**src/sv/rwhs_pkg.sv**
```systemverilog
// Package for the readout word hit sorter: slot counts, phase and operation
// codes, and the operation record that travels from front to back.
// No dependencies.
package rwhs_pkg;

  localparam int unsigned HIT_SLOTS     = 48;
  localparam int unsigned TRIGGER_SLOTS = 16;
  localparam int unsigned HIT_CNT_W     = $clog2(HIT_SLOTS);
  localparam int unsigned TRIG_CNT_W    = $clog2(TRIGGER_SLOTS);

  localparam int unsigned QDEPTH   = 2;
  localparam int unsigned QPTR_W   = $clog2(QDEPTH);
  localparam int unsigned QCOUNT_W = $clog2(QDEPTH + 1);

  localparam logic [3:0] TYPE_HIT   = 4'b0001;
  localparam logic [3:0] TYPE_EXT   = 4'b0010;
  localparam int unsigned LEN_W     = 13;

  typedef enum logic [1:0] {
    PH_HEADER = 2'd0,
    PH_MODHDR = 2'd1,
    PH_DATA   = 2'd2,
    PH_SKIP   = 2'd3
  } phase_e;

  typedef enum logic [2:0] {
    OP_NONE   = 3'd0,
    OP_CLEAR  = 3'd1,
    OP_HIT    = 3'd2,
    OP_EXT    = 3'd3,
    OP_EVT    = 3'd4,
    OP_BROKEN = 3'd5
  } op_e;

  typedef enum logic [1:0] {
    CAT_LONG  = 2'd0,
    CAT_SHORT = 2'd1,
    CAT_TDIFF = 2'd2,
    CAT_TRIG  = 2'd3
  } cat_e;

  typedef enum logic [2:0] {
    KIND_NONE   = 3'd0,
    KIND_HIT    = 3'd1,
    KIND_EXT    = 3'd2,
    KIND_EVT    = 3'd3,
    KIND_BROKEN = 3'd4
  } kind_e;

  typedef struct packed {
    op_e         op;
    cat_e        cat;
    logic [3:0]  ch;
    logic [29:0] data;
  } op_t;

endpackage

```
**src/sv/readout_word_hit_sorter_unit.sv**
```systemverilog
// Top level of the readout word hit sorter: front decode, operation queue
// and back counters. Depends on rwhs_pkg, rwhs_front, rwhs_queue, rwhs_back.
//
//   channel | handshake                 | payload
//   --------+---------------------------+----------------------------------
//   in      | in_valid_i / in_ready_o   | mode_i, word_i
//   out     | out_valid_o / out_ready_i | kind_o .. broken_events_o
//
// One word per cycle while the queue is not full. A word is decoded in the
// cycle it is taken; its result is registered into a queue entry, then into
// the output register. The two-entry queue lets the input keep flowing for
// two words while the output stalls; in_ready_o drops only when the queue is full.
// Reset clears framing, counts, timestamps and the broken-event count.
module readout_word_hit_sorter_unit (
  input  logic        clk_i,
  input  logic        rst_ni,
  input  logic        in_valid_i,
  output logic        in_ready_o,
  input  logic        mode_i,
  input  logic [31:0] word_i,
  output logic        out_valid_o,
  input  logic        out_ready_i,
  output logic [2:0]  kind_o,
  output logic [1:0]  category_o,
  output logic [3:0]  channel_o,
  output logic [15:0] sample_o,
  output logic [5:0]  slot_o,
  output logic [5:0]  hit_count_o,
  output logic [29:0] event_time_o,
  output logic [15:0] extended_time_o,
  output logic [31:0] broken_events_o
);
  import rwhs_pkg::*;

  logic q_full, q_empty, push, pop;
  op_t  push_op, head_op;

  assign in_ready_o = !q_full;

  rwhs_front u_front (
    .clk_i      (clk_i),
    .rst_ni     (rst_ni),
    .in_valid_i (in_valid_i),
    .q_full_i   (q_full),
    .mode_i     (mode_i),
    .word_i     (word_i),
    .push_o     (push),
    .op_o       (push_op)
  );

  rwhs_queue u_queue (
    .clk_i     (clk_i),
    .rst_ni    (rst_ni),
    .push_i    (push),
    .push_op_i (push_op),
    .pop_i     (pop),
    .full_o    (q_full),
    .empty_o   (q_empty),
    .head_o    (head_op)
  );

  rwhs_back u_back (
    .clk_i           (clk_i),
    .rst_ni          (rst_ni),
    .q_empty_i       (q_empty),
    .op_i            (head_op),
    .pop_o           (pop),
    .out_ready_i     (out_ready_i),
    .out_valid_o     (out_valid_o),
    .kind_o          (kind_o),
    .category_o      (category_o),
    .channel_o       (channel_o),
    .sample_o        (sample_o),
    .slot_o          (slot_o),
    .hit_count_o     (hit_count_o),
    .event_time_o    (event_time_o),
    .extended_time_o (extended_time_o),
    .broken_events_o (broken_events_o)
  );

endmodule

```
**src/sv/rwhs_front.sv**
```systemverilog
// Front part of the readout word hit sorter: block framing and word decode.
// Depends on rwhs_pkg; emits one op_t per accepted word.
module rwhs_front (
  input  logic              clk_i,
  input  logic              rst_ni,
  input  logic              in_valid_i,
  input  logic              q_full_i,
  input  logic              mode_i,
  input  logic [31:0]       word_i,
  output logic              push_o,
  output rwhs_pkg::op_t     op_o
);
  import rwhs_pkg::*;

  phase_e           phase_q, phase_d;
  logic [LEN_W-1:0] words_left_q, words_left_d;
  logic [LEN_W-1:0] len;
  logic [LEN_W-1:0] left_dec;
  logic [5:0]       chan;

  assign push_o   = in_valid_i && !q_full_i;
  assign len      = word_i[LEN_W-1:0];
  assign chan     = word_i[21:16];
  assign left_dec = (words_left_q != '0) ? words_left_q - 1'b1 : words_left_q;

  // Next state: framing only; a new-event item leaves framing untouched.
  always_comb begin
    phase_d      = phase_q;
    words_left_d = words_left_q;
    if (!mode_i) begin
      unique case (phase_q)
        PH_HEADER: begin
          if (len > LEN_W'(1)) begin
            words_left_d = len - 1'b1;
            phase_d      = PH_MODHDR;
          end else if (len == LEN_W'(1)) begin
            phase_d = PH_SKIP;
          end
        end
        PH_SKIP:   phase_d = PH_HEADER;
        PH_MODHDR: phase_d = (words_left_q != '0) ? PH_DATA : PH_HEADER;
        PH_DATA: begin
          words_left_d = left_dec;
          if (left_dec == '0) phase_d = PH_HEADER;
        end
        default:   phase_d = PH_HEADER;
      endcase
    end
  end

  // Output: classify the word into an operation for the back part.
  always_comb begin
    op_o      = '0;
    op_o.op   = OP_NONE;
    op_o.cat  = CAT_LONG;
    op_o.ch   = chan[3:0];
    op_o.data = word_i[29:0];
    if (mode_i) begin
      op_o.op = OP_CLEAR;
    end else if (phase_q == PH_SKIP) begin
      op_o.op = OP_BROKEN;
    end else if (phase_q == PH_DATA) begin
      if (word_i[31:28] == TYPE_HIT) begin
        op_o.op = OP_HIT;
        priority if (chan < 6'd16) op_o.cat = CAT_LONG;
        else if (chan < 6'd32)     op_o.cat = CAT_TDIFF;
        else if (chan < 6'd34)     op_o.cat = CAT_TRIG;
        else if (chan >= 6'd48)    op_o.cat = CAT_SHORT;
        else                       op_o.op  = OP_NONE;
      end else if (word_i[31:28] == TYPE_EXT) begin
        op_o.op = OP_EXT;
      end else if (word_i[31:30] == 2'b11) begin
        op_o.op = OP_EVT;
      end
    end
  end

  always_ff @(posedge clk_i or negedge rst_ni) begin
    if (!rst_ni) begin
      phase_q      <= PH_HEADER;
      words_left_q <= '0;
    end else if (push_o) begin
      phase_q      <= phase_d;
      words_left_q <= words_left_d;
    end
  end

endmodule

```
**src/sv/rwhs_queue.sv**
```systemverilog
// Short queue of decoded operations between front and back.
// Depends on rwhs_pkg for op_t and the queue depth.
module rwhs_queue (
  input  logic          clk_i,
  input  logic          rst_ni,
  input  logic          push_i,
  input  rwhs_pkg::op_t push_op_i,
  input  logic          pop_i,
  output logic          full_o,
  output logic          empty_o,
  output rwhs_pkg::op_t head_o
);
  import rwhs_pkg::*;

  op_t                entries_q [QDEPTH];
  logic [QPTR_W-1:0]  wr_ptr_q, rd_ptr_q;
  logic [QCOUNT_W-1:0] count_q;

  assign full_o  = (count_q == QCOUNT_W'(QDEPTH));
  assign empty_o = (count_q == '0);
  assign head_o  = entries_q[rd_ptr_q];

  always_ff @(posedge clk_i) begin
    if (push_i) entries_q[wr_ptr_q] <= push_op_i;
  end

  always_ff @(posedge clk_i or negedge rst_ni) begin
    if (!rst_ni) begin
      wr_ptr_q <= '0;
      rd_ptr_q <= '0;
      count_q  <= '0;
    end else begin
      if (push_i) begin
        wr_ptr_q <= (wr_ptr_q == QPTR_W'(QDEPTH - 1)) ? '0 : wr_ptr_q + 1'b1;
      end
      if (pop_i) begin
        rd_ptr_q <= (rd_ptr_q == QPTR_W'(QDEPTH - 1)) ? '0 : rd_ptr_q + 1'b1;
      end
      if (push_i && !pop_i)      count_q <= count_q + 1'b1;
      else if (pop_i && !push_i) count_q <= count_q - 1'b1;
    end
  end

endmodule

```
**src/sv/rwhs_back.sv**
```systemverilog
// Back part of the readout word hit sorter: slot counters, timestamps,
// broken-event count and the output register. Depends on rwhs_pkg.
module rwhs_back (
  input  logic          clk_i,
  input  logic          rst_ni,
  input  logic          q_empty_i,
  input  rwhs_pkg::op_t op_i,
  output logic          pop_o,
  input  logic          out_ready_i,
  output logic          out_valid_o,
  output logic [2:0]    kind_o,
  output logic [1:0]    category_o,
  output logic [3:0]    channel_o,
  output logic [15:0]   sample_o,
  output logic [5:0]    slot_o,
  output logic [5:0]    hit_count_o,
  output logic [29:0]   event_time_o,
  output logic [15:0]   extended_time_o,
  output logic [31:0]   broken_events_o
);
  import rwhs_pkg::*;

  localparam logic [HIT_CNT_W-1:0]  HitLast  = HIT_CNT_W'(HIT_SLOTS - 1);
  localparam logic [TRIG_CNT_W-1:0] TrigLast = TRIG_CNT_W'(TRIGGER_SLOTS - 1);

  logic [HIT_CNT_W-1:0]  long_q, long_d, short_q, short_d, tdiff_q, tdiff_d;
  logic [TRIG_CNT_W-1:0] trig_q, trig_d;
  logic [15:0]           ext_q, ext_d;
  logic [29:0]           evt_q, evt_d;
  logic [31:0]           broken_q, broken_d;

  kind_e       kind_n;
  logic [1:0]  cat_n;
  logic [3:0]  ch_n;
  logic [15:0] val_n;
  logic [5:0]  slot_n, cnt_n;

  logic        out_valid_q;
  logic [2:0]  kind_q;
  logic [1:0]  cat_q;
  logic [3:0]  ch_q;
  logic [15:0] val_q;
  logic [5:0]  slot_q, cnt_q;
  logic [29:0] evt_out_q;
  logic [15:0] ext_out_q;
  logic [31:0] broken_out_q;

  assign pop_o = !q_empty_i && (!out_valid_q || out_ready_i);

  always_comb begin
    long_d   = long_q;
    short_d  = short_q;
    tdiff_d  = tdiff_q;
    trig_d   = trig_q;
    ext_d    = ext_q;
    evt_d    = evt_q;
    broken_d = broken_q;
    kind_n   = KIND_NONE;
    cat_n    = '0;
    ch_n     = '0;
    val_n    = '0;
    slot_n   = '0;
    cnt_n    = '0;
    unique case (op_i.op)
      OP_NONE: ;
      OP_CLEAR: begin
        long_d  = '0;
        short_d = '0;
        tdiff_d = '0;
        trig_d  = '0;
        ext_d   = '0;
        evt_d   = '0;
      end
      OP_HIT: begin
        kind_n = KIND_HIT;
        cat_n  = op_i.cat;
        ch_n   = op_i.ch;
        val_n  = op_i.data[15:0];
        // Take the current count as slot; saturate on the last slot.
        unique case (op_i.cat)
          CAT_LONG: begin
            slot_n = 6'(long_q);
            long_d = (long_q == HitLast) ? long_q : long_q + 1'b1;
            cnt_n  = 6'(long_d);
          end
          CAT_SHORT: begin
            slot_n  = 6'(short_q);
            short_d = (short_q == HitLast) ? short_q : short_q + 1'b1;
            cnt_n   = 6'(short_d);
          end
          CAT_TDIFF: begin
            slot_n  = 6'(tdiff_q);
            tdiff_d = (tdiff_q == HitLast) ? tdiff_q : tdiff_q + 1'b1;
            cnt_n   = 6'(tdiff_d);
          end
          CAT_TRIG: begin
            slot_n = 6'(trig_q);
            trig_d = (trig_q == TrigLast) ? trig_q : trig_q + 1'b1;
            cnt_n  = 6'(trig_d);
          end
          default: ;
        endcase
      end
      OP_EXT: begin
        kind_n = KIND_EXT;
        ext_d  = op_i.data[15:0];
      end
      OP_EVT: begin
        kind_n = KIND_EVT;
        evt_d  = op_i.data;
      end
      OP_BROKEN: begin
        kind_n   = KIND_BROKEN;
        broken_d = (&broken_q) ? broken_q : broken_q + 1'b1;
      end
      default: ;
    endcase
  end

  always_ff @(posedge clk_i or negedge rst_ni) begin
    if (!rst_ni) begin
      long_q      <= '0;
      short_q     <= '0;
      tdiff_q     <= '0;
      trig_q      <= '0;
      ext_q       <= '0;
      evt_q       <= '0;
      broken_q    <= '0;
      out_valid_q <= 1'b0;
    end else begin
      if (pop_o) begin
        long_q      <= long_d;
        short_q     <= short_d;
        tdiff_q     <= tdiff_d;
        trig_q      <= trig_d;
        ext_q       <= ext_d;
        evt_q       <= evt_d;
        broken_q    <= broken_d;
        out_valid_q <= 1'b1;
      end else if (out_ready_i) begin
        out_valid_q <= 1'b0;
      end
    end
  end

  always_ff @(posedge clk_i) begin
    if (pop_o) begin
      kind_q       <= kind_n;
      cat_q        <= cat_n;
      ch_q         <= ch_n;
      val_q        <= val_n;
      slot_q       <= slot_n;
      cnt_q        <= cnt_n;
      evt_out_q    <= evt_d;
      ext_out_q    <= ext_d;
      broken_out_q <= broken_d;
    end
  end

  assign out_valid_o     = out_valid_q;
  assign kind_o          = kind_q;
  assign category_o      = cat_q;
  assign channel_o       = ch_q;
  assign sample_o        = val_q;
  assign slot_o          = slot_q;
  assign hit_count_o     = cnt_q;
  assign event_time_o    = evt_out_q;
  assign extended_time_o = ext_out_q;
  assign broken_events_o = broken_out_q;

endmodule
```
**config.mk**
```make
export PLATFORM = sky130hd
export DESIGN_NAME = readout_word_hit_sorter_unit
export DESIGN_NICKNAME = d
export VERILOG_FILES = /design/src/sv/rwhs_pkg.sv /design/src/sv/readout_word_hit_sorter_unit.sv /design/src/sv/rwhs_front.sv /design/src/sv/rwhs_queue.sv /design/src/sv/rwhs_back.sv
export SDC_FILE = /design/constraint.sdc
export NUM_CORES = 1
export LEC_CHECK = 0
export BUFFER_PORTS_ARGS = -buffer_cell sky130_fd_sc_hd__buf_4
export CAP_MARGIN = 20
export CORE_ASPECT_RATIO = 2
export CORE_UTILIZATION = 30
export DETAILED_ROUTE_END_ITERATION = 8
export PLACE_DENSITY = 0.55
export SLEW_MARGIN = 20
export SYNTH_ARGS = -nofsm -noshare
export SYNTH_HDL_FRONTEND = slang
export SYNTH_HIERARCHICAL = 1
export SYNTH_SLANG_ARGS = --single-unit
```
**constraint.sdc**
```tcl
create_clock -name clk_i -period 13.1 [get_ports clk_i]
set_input_delay 0.655 -clock clk_i [delete_from_list [all_inputs] [get_ports clk_i]]
set_output_delay 0.655 -clock clk_i [all_outputs]
set_load 0.1 [all_outputs]
```
==> impl_metrics.tcl, run 1 <==
set metrics [dict create \
    reg2reg_slack_ns 9.53 \
    drc 0 \
    crit_chain "mux2_2, and3b_1, nand4_1, a21oi_1, nand3_1, xnor2_1" \
    worstPathRequired_ns 13.43 \
    hpwl_microns 26300 \
    hold_slack_ns 0.172 \
    cp_num_buf_inv 0 \
    min_period_ns 3.57 \
    die-area_sq_um 49800 \
    critical_path_class "flop to flop" \
    grt-ovfl-total 0 \
    cts_tree "done" \
    synthTopCellsByCount "nand2_1 (231), edfxtp_1 (193), dfrtp_1 (120)" \
    synth_top_area_share 0.396 \
    drtPass1Iterations 5 \
    cts_buffers 29 \
    status "completed" \
    synth_area_sq_um 14600 \
    clockBufferDepth 3 \
    grt_max_degree 94 \
    max_stage_delay_ns 0.96 \
    worst-r2r-cell-count 6 \
    drive_above_1_share 0.216 \
    cts-root-buf "clkbuf_16" \
    core_sq_um 48200 \
    r2r_start "u_queue/rd_ptr_q" \
    multi_input_area_sq_um 5240 \
    critPathTopFamily "flip-flops" \
    worstPathArrival_ns 3.89 \
    fin_skew_ns 0.0229 \
    syn2layout_area_growth_pct 17.1 \
    wl_per_cell_microns 18.5 \
    ctsHtreeMaxLevel 1 \
    grt_pass1_wl_microns 56700 \
    drt-initial-drc-count 477 \
    r2r_end "u_back/broken_events_o[27]" \
    tns_ns 0 \
    drv_slew 0 \
    yosysWarningCount 6 \
    io_pins 154 \
    clkLatencyLatePin_ns 0.58 \
    cp-startpoint "u_queue/rd_ptr_q" \
    gp_congestion 0.892 \
    worst_pin_slew_ns 1.05 \
    ys_ff_latch 313 \
    via_per_inst 4.83 \
    n_antenna_cell 0 \
    die_h_microns 314 \
    port_buffers 153 \
    synth_most_common_cell "nand2_1" \
    yosysTopAreaCell "edfxtp_1" \
    grt_pass1_vias 9579 \
    setup_viol 0 \
    yosysUniqueCellTypes 76 \
    num_vias 9650 \
    rsz0062_at_grt "false" \
    clkTransAtPathRegs_ns 0.07 \
    grt_util_met2 0.276 \
    regArea_sq_um 8800 \
    initial_core_util 0.304 \
    final_nets 1382 \
    synth_edf_count 193 \
    ant_nets 0 \
    crit_slowest_cell "dfrtp_2" \
    syn_nets 1286 \
    timing.final.crit_share 0.272 \
    rows 114 \
    async_flop_share 0.383 \
    syn_area_per_cell_sq_um 11.8 \
    cp_max_fo 40 \
    cts_setup_buffers 0 \
    wirelength_microns 36900 \
    yosysSeqAreaShare 0.601 \
    use_met3 0.0317 \
    syn_inst 1240 \
    cap_violations 0 \
    end_kind "flop" \
    ctsHoldBuffers 0 \
    synth_area_leaders "edfxtp_1 (40%), dfrtp_1 (21%), nand2_1 (5.9%)" \
    grt-busiest-layer "met2" \
    cts_resized 0 \
    fmax_mhz 280 \
    final_util 0.356 \
    ys.flop_type "edfxtp_1" \
    grt.total_usage 0.150 \
    cts_sinks 313 \
    nFillCells 4805 \
    cp-start-kind "flop" \
    gr-usage-met1 0.163 \
    worstHoldPathType "input port to async pin" \
    die_x_microns 158 \
    max_slew_margin 0.298 \
    finalHoldViolCount 0 \
    antenna_found_initial 0 \
]
==> registers in the layout, indices dropped and copies added, names as in the netlist <==
name and count:
u_back/trig_q 4, u_back/out_valid_o 1, u_back/channel_o 4, u_back/ext_q 16, u_queue/rd_ptr_q 1, u_front/phase_q 2
u_back/kind_o 3, u_back/hit_count_o 6, u_back/short_q 6, u_queue/wr_ptr_q 1, u_back/sample_o 16, u_back/tdiff_q 6
u_back/extended_time_o 16, u_back/evt_q 30, u_back/broken_q 32, u_back/slot_o 6, u_back/category_o 2, u_back/event_time_o 30
u_back/long_q 6, u_front/words_left_q 13, u_queue/count_q 2, u_queue/entries_q 78, u_back/broken_events_o 32
==> worst register-to-register path, stage by stage, from the launching register on <==
cell and delay, ns:
dfrtp_2 0.96, mux2_2 0.63, and3b_1 0.41, nand4_1 0.16, a21oi_1 0.80, nand3_1 0.19, xnor2_1 0.18
==> placed cells by master (no fill, tap or decap), drive strengths merged, types with 6 or more instances in the layout <==
cell,n
o22ai,6
nor3,25
buf,164
nand2,231
o31ai,13
nor4,17
ha,9
edfxtp,193
nor2,52
or4,10
o21ai,34
nand3,41
a21o,6
a22o,37
clkbuf,36
mux2,47
and2,27
dfrtp,120
nand2b,19
and3,7
mux4,7
nor2b,10
a21oi,28
nand4,24
clkinv,9
xor2,29
inv,20
xnor2,57
mux2i,10
==> per-stage QoR <==
| step | instance area (sq um) | cells | setup WS, ns |
|---|---|---|---|
| 2_1_floorplan | 14600 | 1240 | 7.42 |
| 3_3_place_gp | 16100 | 1941 | 9.41 |
| 3_5_place_dp | 16200 | 1943 | 9.44 |
| 4_1_cts | 17200 | 1996 | 9.46 |
| 5_1_grt | 17200 | 1996 | 9.15 |
| 6_report | 17200 | 1996 | 9.53 |
==> cell type report <==
class / instances / share of cell area
inverter: 18 / 0.00423
tap: 638 / 0.0465
timing repair buffer: 164 / 0.0737
clock inverter: 17 / 0.0117
clock buffer: 36 / 0.0450
multi-input combinational: 810 / 0.306
sequential: 313 / 0.513
==> cell families (layout without fill, tap and decap cells) <==
kind of cell | Yosys count | count (layout) | synth area share
adder cells (fa/ha/maj) | 9 | 9 | 0.00769
multiplexers | 64 | 64 | 0.0540
AO/OA/AOI/OAI | 160 | 160 | 0.0784
AND/OR/NAND/NOR | 491 | 491 | 0.165
XOR/XNOR | 86 | 86 | 0.0514
flip-flops | 313 | 313 | 0.601
buffers and inverters | 117 | 235 | 0.0425
==> worst max-delay path by stage <==
| stage | slack (ns) | cells after the start | endpoint |
|---|---|---|---|
| final | 9.53 | 6 | u_back/broken_events_o[27] |
| after global routing | 9.15 | 6 | u_back/broken_events_o[31] |
| after CTS | 9.46 | 6 | u_back/broken_events_o[31] |
| after floorplan | 7.42 | 10 | u_queue/count_q[1] |
| after global placement | 9.41 | 6 | u_back/broken_events_o[31] |
| after detailed placement | 9.44 | 6 | u_back/broken_events_o[31] |
==> per-layer routing <==
metal	wire, microns	share of wire
met1	13700	0.37
met4	1180	0.032
met3	2170	0.059
met5	0	0
met2	19900	0.54
Power of run 1 is not shown: default switching activity piles up to over one toggle a cycle in this logic, so the estimate is an artifact.
==> run 2, diff against run 1 <==
--- a/config.mk
+++ b/config.mk
@@ -5,12 +5,13 @@
 export SDC_FILE = /design/constraint.sdc
 export NUM_CORES = 1
 export LEC_CHECK = 0
+export ABC_AREA = 1
 export BUFFER_PORTS_ARGS = -buffer_cell sky130_fd_sc_hd__buf_4
 export CAP_MARGIN = 20
 export CORE_ASPECT_RATIO = 2
 export CORE_UTILIZATION = 30
 export DETAILED_ROUTE_END_ITERATION = 8
-export PLACE_DENSITY = 0.55
+export PLACE_DENSITY = 0.57
 export SLEW_MARGIN = 20
 export SYNTH_ARGS = -nofsm -noshare
 export SYNTH_HDL_FRONTEND = slang
==> constraint.sdc (replaced) <==
create_clock -name clk_i -period 3.2 [get_ports clk_i]
set_input_delay 0.16 -clock clk_i [delete_from_list [all_inputs] [get_ports clk_i]]
set_output_delay 0.16 -clock clk_i [all_outputs]
set_load 0.1 [all_outputs]
==> run 2 against run 1 <==
Cell count up 19%. Count of clock-buffer cells in the layout up 1. First-iteration DRC count up 39%. Die area up 2.1%. Synthesized cell count up 25%. Worst setup slack worse by 8.9 ns. Sequential share of layout area down 2.4 points. Critical path type unchanged. Critical endpoint is now u_back/broken_events_o[1].
==> impl_metrics.tcl, run 2 <==
set metrics [dict create \
    synth_area_leaders "edfxtp_1 (39%), dfrtp_1 (20%), nand2_1 (9.7%)" \
    num_vias 11200 \
    async_flop_share 0.383 \
    timing.final.crit_share 0.797 \
    grt_pass1_vias 11300 \
    antenna_found_initial 0 \
    grt.total_usage 0.158 \
    final_common_cell "nand2_1" \
    port_buffers 153 \
    syn_area_per_cell_sq_um 9.65 \
    grt-ovfl-total 0 \
    final_nets 1754 \
    fin_skew_ns 0.0244 \
    ctsHtreeMaxLevel 1 \
    die-area_sq_um 50800 \
    cts_tree "done" \
    stdcell_count 2376 \
    synth_most_common_cell "nand2_1" \
    cts-root-buf "clkbuf_16" \
    wl_per_cell_microns 17.0 \
    ant_nets 0 \
    yosysUniqueCellTypes 45 \
    ys.flop_type "edfxtp_1" \
    worstPathArrival_ns 2.88 \
    yosysSeqAreaShare 0.588 \
    synth_edf_count 193 \
    finalHoldViolCount 0 \
    worstPathRequired_ns 3.53 \
    fmax_mhz 392 \
    syn2layout_area_growth_pct 20.3 \
    hpwl_microns 29500 \
    cap_violations 0 \
    initial_core_util 0.304 \
    rows 115 \
    min_period_ns 2.55 \
    cts_buffers 31 \
    syn_nets 1596 \
    wirelength_microns 40500 \
    worstHoldPathType "input port to flop" \
    max_slew_margin 0.256 \
    critical_path_class "flop to flop" \
    cp-start-kind "flop" \
    synthTopCellsByCount "nand2_1 (385), inv_1 (208), edfxtp_1 (193)" \
    syn_inst 1550 \
    drt-initial-drc-count 664 \
    n_antenna_cell 0 \
    clockBufferDepth 3 \
    via_per_inst 4.71 \
    status "completed" \
    io_pins 154 \
    gp_congestion 0.915 \
    drive_above_1_share 0.177 \
    regMostFlops "u_queue/entries_q" \
    core_sq_um 49200 \
    cts_setup_buffers 0 \
    drc 0 \
    yosysWarningCount 6 \
    drv_slew 0 \
    die_x_microns 160 \
    synth_area_sq_um 15000 \
    grt_max_degree 141 \
    yosysTopAreaCell "edfxtp_1" \
    die_h_microns 318 \
    worst_pin_slew_ns 1.11 \
    ys_ff_latch 313 \
    clkLatencyLatePin_ns 0.59 \
    end_kind "flop" \
    hold_slack_ns 0.0430 \
    cp_max_fo 37 \
    clkTransAtPathRegs_ns 0.07 \
    largest_reg_flops 78 \
    rsz0062_at_grt "false" \
    tns_ns 0 \
    synth_top_area_share 0.388 \
    final_cell_mix "nand2_1 (385), inv_1 (207), edfxtp_1 (193)" \
    setup_viol 0 \
    cts_resized 0 \
    grt_pass1_wl_microns 62600 \
    drtPass1Iterations 6 \
    cts_sinks 313 \
    dp.cells 2283 \
]
run 2: changes by cell type after synthesis, moves of 20 or more:
cell | before | now
inv_1 | 17 | 208
nand2_1 | 231 | 385
o21ai_0 | 22 | 90
nor2_1 | 52 | 119
o22ai_1 | 6 | 64
xnor2_1 | 57 | 7
nand3_1 | 40 | 80
a22o_1 | 37 | 0
clkbuf_1 | 47 | 22
and2_1 | 27 | 7
run 2: per-stage QoR:
step	instance area (sq um)	utilization	worst slack (ns)
final	18000	0.366	0.649
after global routing	18000	0.366	0.450
after CTS	18000	0.366	0.672
after detailed placement	16600	0.337	0.691
after global placement	16600	0.337	0.703
after floorplan	15000	-	0.137
run 2: worst max-delay path, stage by stage (launching register included):
cell and delay, ns:
dfrtp_2 0.45, mux2_2 0.39, inv_1 0.11, nand3_1 0.08, buf_4 0.21, inv_2 0.51, nand2_1 0.21, o21ai_0 0.26
inv_1 0.06
run 2: area by class of cell:
type	instances	area, sq um
Timing Repair Buffer	205	1660
Multi-Input combinational cell	944	4890
Clock inverter	21	234
Fill cell	4990	31200
Tap cell	643	805
Clock buffer	37	808
Inverter	213	800
Sequential cell	313	8800
run 2: final timing paths:
path	startpoint	end	slack [ns]	cells after the start
max in group asynchronous	rst_ni	u_back/evt_q[8]	2.31	3
worst max register to register	u_queue/rd_ptr_q	u_back/broken_events_o[1]	0.65	8
worst min register to register	u_back/ext_q[0]	u_back/ext_q[0]	0.54	2
min in group asynchronous	rst_ni	u_back/evt_q[19]	0.13	2
worst max-delay path	u_queue/rd_ptr_q	u_back/broken_events_o[1]	0.65	8
worst min-delay path	word_i[31]	u_queue/entries_q[0][34]	0.04	4
run 2: timing repair:
action	in CTS	in global routing
hold buffers	35	0
endpoints found under the setup margin	0	0
endpoints found under the hold margin	145	0
run 2: metal layers:
metal  vias to the layer above  track usage  part of all wire  routed length (microns)
met4                         0       0.0889             0.053                     2160
li1                       5428            -                 -                        -
met1                      5358        0.157              0.36                    14500
met3                       100       0.0201             0.039                     1560
met5                         -            0                 0                        0
met2                       307        0.311              0.55                    22200
run 2: cells by family (layout without fill, tap and decap cells):
group	count (synthesis)	in the layout	synth area share
and+or+nand+nor	658	658	0.188
DFF	313	313	0.588
buffers and inverters	293	476	0.0864
AOI/OAI and AO/OA	206	206	0.0806
muxes	42	42	0.0316
xor gates and xnor gates	29	29	0.0170
adders and majority gates	9	9	0.00753
Power of run 2 is left out for the same reason.
